$ cat src/sv/pupt_pkg.sv
// Shared types and constants for the per-user policy table.
`default_nettype none
package pupt_pkg;

    localparam int TABLE_ENTRIES = 128;
    localparam int IDX_W         = (TABLE_ENTRIES > 1) ? $clog2(TABLE_ENTRIES) : 1;
    localparam int CNT_W         = $clog2(TABLE_ENTRIES + 1);

    localparam int IN_TDATA_W  = 112;
    localparam int IN_TUSER_W  = 2;
    localparam int OUT_TDATA_W = 88;
    localparam int OUT_TUSER_W = 2;
    localparam int CFG_IDX_W   = 3;
    localparam int CFG_DATA_W  = 24;

    typedef enum logic [1:0] {
        OP_CLEAR  = 2'd0,
        OP_WRITE  = 2'd1,
        OP_LOOKUP = 2'd2,
        OP_NONE   = 2'd3
    } t_op;

    typedef enum logic [2:0] {
        REG_MAX_MCS           = 3'd0,
        REG_MIN_GRANT_PRB     = 3'd1,
        REG_SCHED_MUL         = 3'd2,
        REG_MAXCG_OVERRIDE    = 3'd3,
        REG_SMALL_BURST_BYTES = 3'd4,
        REG_SMALL_BURST_MUL   = 3'd5
    } t_reg_idx;

    typedef enum logic [1:0] {
        ST_IDLE,
        ST_SCAN,
        ST_COMMIT,
        ST_DONE
    } t_state;

    typedef struct packed {
        t_op         op;
        logic [15:0] key;
        logic [5:0]  mcs;
        logic [9:0]  prb;
        logic [15:0] smul;
        logic [16:0] cg;
        logic [24:0] bytes;
        logic [15:0] bmul;
    } t_item;

    typedef struct packed {
        logic [15:0] key;
        logic [5:0]  mcs;
        logic [9:0]  prb;
        logic [15:0] smul;
        logic [16:0] cg;
        logic [24:0] bytes;
        logic [15:0] bmul;
    } t_entry;

    localparam int ENTRY_W = $bits(t_entry);

    typedef struct packed {
        logic [4:0]  mcs;
        logic [8:0]  prb;
        logic [15:0] smul;
        logic [15:0] cg;
        logic [23:0] bytes;
        logic [15:0] bmul;
    } t_cfg;

    typedef struct packed {
        logic        status;
        logic        found;
        logic [4:0]  mcs;
        logic [8:0]  prb;
        logic [15:0] smul;
        logic [15:0] cg;
        logic [23:0] bytes;
        logic [15:0] bmul;
    } t_result;

endpackage
`default_nettype wire

$ cat src/sv/pupt_cfg.sv
// Default-value registers written through the configuration channel.
`default_nettype none
module pupt_cfg (
    input  wire logic                              i_clk,
    input  wire logic                              i_rst_n,
    input  wire logic                              i_wr,
    input  wire logic [pupt_pkg::CFG_IDX_W-1:0]    i_index,
    input  wire logic [pupt_pkg::CFG_DATA_W-1:0]   i_data,
    output pupt_pkg::t_cfg                         o_cfg
);
    import pupt_pkg::*;

    t_cfg r_cfg;

    always_ff @(posedge i_clk) begin
        if (!i_rst_n) begin
            r_cfg.mcs   <= '0;
            r_cfg.prb   <= '0;
            r_cfg.smul  <= 16'd256;
            r_cfg.cg    <= '0;
            r_cfg.bytes <= '0;
            r_cfg.bmul  <= 16'd256;
        end else if (i_wr) begin
            case (i_index)
                REG_MAX_MCS:           r_cfg.mcs   <= i_data[4:0];
                REG_MIN_GRANT_PRB:     r_cfg.prb   <= i_data[8:0];
                REG_SCHED_MUL:         r_cfg.smul  <= i_data[15:0];
                REG_MAXCG_OVERRIDE:    r_cfg.cg    <= i_data[15:0];
                REG_SMALL_BURST_BYTES: r_cfg.bytes <= i_data[23:0];
                REG_SMALL_BURST_MUL:   r_cfg.bmul  <= i_data[15:0];
                default: ;
            endcase
        end
    end

    assign o_cfg = r_cfg;

endmodule
`default_nettype wire

$ cat config.mk
export PLATFORM = sky130hd
export DESIGN_NAME = pupt_cfg
export DESIGN_NICKNAME = d
export VERILOG_FILES = /design/src/sv/pupt_pkg.sv /design/src/sv/pupt_cfg.sv
export SDC_FILE = /design/constraint.sdc
export NUM_CORES = 1
export LEC_CHECK = 0
export BUFFER_PORTS_ARGS = -buffer_cell sky130_fd_sc_hd__buf_2
export CORE_UTILIZATION = 25
export DETAILED_ROUTE_END_ITERATION = 7
export SLEW_MARGIN = 25
export SYNTH_ARGS = -nofsm -noshare
export SYNTH_HDL_FRONTEND = slang
export SYNTH_SLANG_ARGS = --single-unit
$ cat constraint.sdc
create_clock -name i_clk -period 1.1 [get_ports i_clk]
set_clock_uncertainty 0.1 [all_clocks]
set_input_delay 0.11 -clock i_clk [delete_from_list [all_inputs] [get_ports i_clk]]
set_output_delay 0.11 -clock i_clk [all_outputs]
set_load 0.05 [all_outputs]
Word level (Yosys, flattened, before mapping)

Cells that the tools add are included.

Equal/unequal tests: 5
Reductions and logical operators: 7

Operator list:

| kind                                                | number |
|---|---|
| AND reduction 2 bit                                 | 6 |
| equality test 3 x 2 -> 1 bit, second input constant | 2 |
| equality test 3 bit, second input constant          | 2 |
| equality test 3 x 1 -> 1 bit, second input constant | 1 |
| logical NOT 3 bit                                   | 1 |

Register bits: 86
Output and inout bits: 86

Depth between registers and ports, before layout

Word-level depth: 2
Mapped depth: 4
Depth with buffers taken out: 2

Worst setup path after synthesis

Ideal clock, no wire load.

Path kind: in2reg
Start: input port i_index[1] (netlist bit)
End: register r_cfg (netlist bit o_cfg[81])
Setup time: 0.123 ns
Arrival: 0.885 ns
Required time: 0.877 ns
Slack: -0.008 ns
Stages: 3
Path through: or4b_1 > buf_6 > mux2i_1

Word-level cells in the longest chain between the ends: 2

RTL lines:

| item                          | RTL line       | RTL |
|---|---|---|
| start, declared               | pupt_cfg.sv:7  | `input wire logic [pupt_pkg::CFG_IDX_W-1:0] i_index,` |
| logical NOT 3 bit             | pupt_cfg.sv:24 | `case (i_index)` |
| AND reduction 2 bit (no line) | n/a            |  |
| end, declared                 | pupt_cfg.sv:13 | `t_cfg r_cfg;` |

No other way between the ends.
A chain may end at the register's enable or synchronous reset.

Final worst setup path

Start: register r_cfg (netlist bit o_cfg[67])
End: output port o_cfg[67] (netlist bit)

RTL lines:

| item          | RTL line      | RTL |
|---|---|---|
| end, declared | pupt_cfg.sv:9 | `output pupt_pkg::t_cfg o_cfg` |

No word-level cell between the ends.

==> impl_metrics.ini <==
[outcome]
status = finished clean

[drt]
ant_nets = 0
vias = 2566
routed_wirelength_um = 8490
drt-vias-per-instance = 4.21
drc_errors = 0
wl_per_cell_um = 13.9
drt-pass1-iter-count = 4
drt_iter0_drc = 81

[timing]
min_period_ps = 1060
fmax_mhz = 939
hold_viol_final = 0
finalMaxSlewViolations = 0
tightest_slew_ps = 275
setup_viol = 0
fin_crit_sh_pct = 96.8
maxSlewHeadroom_pct = 81.6

[place]
gp_congestion = 0.734
placed_cells = 584
hpwl_um = 5990
io_buffers = 115

[clocking]
clockBufferDepth = 2
insertion_delay_ps = 320
cts-root-buf = clkbuf_16
cts_setup_buffers = 0
clock_sinks = 86
cts_buffers = 9
clk_pin_slew_worst_paths_ps = 60
cts_tree = done
h-tree-depth = 3

[yosys]
yosysMostFrequentCell = nand2_1
synth_area_leaders = dfxtp_1 54%, mux2i_1 27%, nand2_1 13%
avgSynthCellArea_um2 = 10.2
ys_top_cells_by_count = 108 x nand2_1, 86 x dfxtp_1, 86 x mux2i_1
synth-seq-area-share_pct = 53.9
syn_inst = 312
synth-async-reset-ratio_pct = 0
ys_ff_latch = 86
synth_warnings = 0
netlist.area_leader.share_pct = 53.9
synth_nets = 342
synthFlopType = dfxtp_1
synth_area_leader_cell = dfxtp_1
netlist_area_mm2 = 0.00319
synth-edff-count = 0
ys_types = 12

[floorplanning]
core_mm2 = 0.0122
die_x_um = 115
die_y_um = 115
die-area_mm2 = 0.0132
io_pins = 116
start_util_pct = 26.2
std_cell_rows = 40

[critical_path]
crit_path_end_kind = output pin
cp.arrival_ps = 850
critPathRequiredTime_ps = 890
critical_path.startpoint_type = register
crit_fanout = 2
crit_slowest_cell = dfxtp_1
max_stage_delay_ps = 360
critPathKind = register to output pin
critPathTopFamily = flip-flops
crit_buf_inv = 1
crit_path_cell_trace = buf_6

[finish]
syn2layout_area_growth_pct = 55.2
drive_gt1_share_pct = 40.6
multi_input_area_mm2 = 0.00135
finalNonFillerCells = 609
regArea_mm2 = 0.00176
largest_reg_flops = 86
nets = 466
nFillCells = 1221
diodes = 0

[power_and_ir_drop]
switching_power_w = 0.00173
power_frac_comb_pct = 11.1
clock_power_share_pct = 42.8
internal_power_w = 0.00530
netSwitchingFraction_pct = 24.6
p_per_area_mw_per_mm2 = 1420
total_power_w = 0.00703
power_frac_seq_pct = 46.1
peakVddDrop_mv = 0.650
leakagePower_nw = 2.28

[global_routing]
grt_pass1_wl_um = 12900
antenna_found_initial = 0
grt_overflow = 0
grt_max_degree = 38
grt_pass1_vias = 2535
track_usage_pct = 12.9

[job]
drv_cap = 0

[min_path]
hold_path.class = primary input to register
-- power groups by stage --
stage / clock [W] / combinational, W / sequential [W]
final: 0.00301 / 0.000782 / 0.00324
after global placement: 0 / 0.000681 / 0.00328
after global routing: 0.00328 / 0.000831 / 0.00324
after detailed placement: 0 / 0.000688 / 0.00329
after floorplan: 0 / 0.000224 / 0.00352
after CTS: 0.00312 / 0.000764 / 0.00322
-- worst reg2reg max path, cell delays in order, from the launching register on --
cell,delay [ps]
dfxtp_1,350
nand2_1,70
mux2i_1,130
-- worst paths after layout --
path / startpoint / endpoint / slack (ps) / cells past startpoint
max: o_cfg[67]$_SDFFE_PN0P_ / o_cfg[67] / 40 / 1
min: i_data[9] / o_cfg[25]$_SDFFE_PN0P_ / 20 / 3
max reg2reg: o_cfg[11]$_SDFFE_PN0P_ / o_cfg[11]$_SDFFE_PN0P_ / 380 / 2
min reg2reg: o_cfg[9]$_SDFFE_PN0P_ / o_cfg[9]$_SDFFE_PN0P_ / 360 / 2
-- area by class of cell --
class | instances | area share (%)
flip-flops and latches | 86 | 35.6
clock inverters | 6 | 1.24
well taps | 168 | 4.24
clock buffers | 10 | 4.82
multi-input cells | 203 | 27.3
repair buffers | 136 | 26.8
-- logic make-up (layout without fill, tap and decap cells) --
| group | count (synthesis) | in the layout | share of synthesized area, % |
|---|---|---|---|
| AND/OR/NAND/NOR | 117 | 117 | 15.3 |
| flip-flops | 86 | 86 | 53.9 |
| buffers and inverters | 23 | 152 | 3.88 |
| multiplexers | 86 | 86 | 26.9 |
-- layer usage --
layer	vias to the layer above	GRT usage, %	wire length, µm
met2	72	22.1	4220
met1	1214	15.5	3780
met4	0	3.90	52
met3	4	3.90	444
met5	-	0	0
li1	1276	-	-
-- repair_timing --
item,in CTS,in global routing
endpoints found under the setup margin,86,73
pin swaps,0,0
hold endpoints to repair,10,0
hold buffers,9,0
gates resized for setup,109,89
-- cells in the final DEF (no fill, tap or decap) --
| cell type | count |
|---|---|
| bufinv_16 | 1 |
| and4bb_2 | 1 |
| clkinvlp_4 | 1 |
| buf_12 | 5 |
| clkbuf_8 | 1 |
| clkinv_2 | 3 |
| clkbuf_16 | 9 |
| dfxtp_2 | 34 |
| and4bb_1 | 1 |
| nand2_1 | 108 |
| dfxtp_1 | 52 |
| nand4b_1 | 2 |
| buf_2 | 28 |
| or4b_4 | 1 |
| buf_6 | 78 |
| mux2i_1 | 86 |
| clkinv_4 | 1 |
| dlygate4sd3_1 | 9 |
| nor2b_1 | 3 |
| buf_4 | 16 |
| nand4bb_1 | 1 |
-- through the flow --
stage / area (µm²) / setup TNS [ps] / utilization (%) / setup slack [ps] / hold WS, ps
after global placement: 4020 / -3770 / 32.9 / -132 / 256
after detailed placement: 4020 / -4940 / 32.9 / -157 / 269
after global routing: 4960 / -5.43 / 40.6 / -4.64 / 28.6
final: 4960 / 0 / 40.6 / 35.0 / 16.7
after floorplan: 3200 / 0 / - / 7.94 / 152
after CTS: 4700 / 0 / 38.5 / 0.842 / 3.95
No activity file was read; power rests on OpenSTA's default activity.
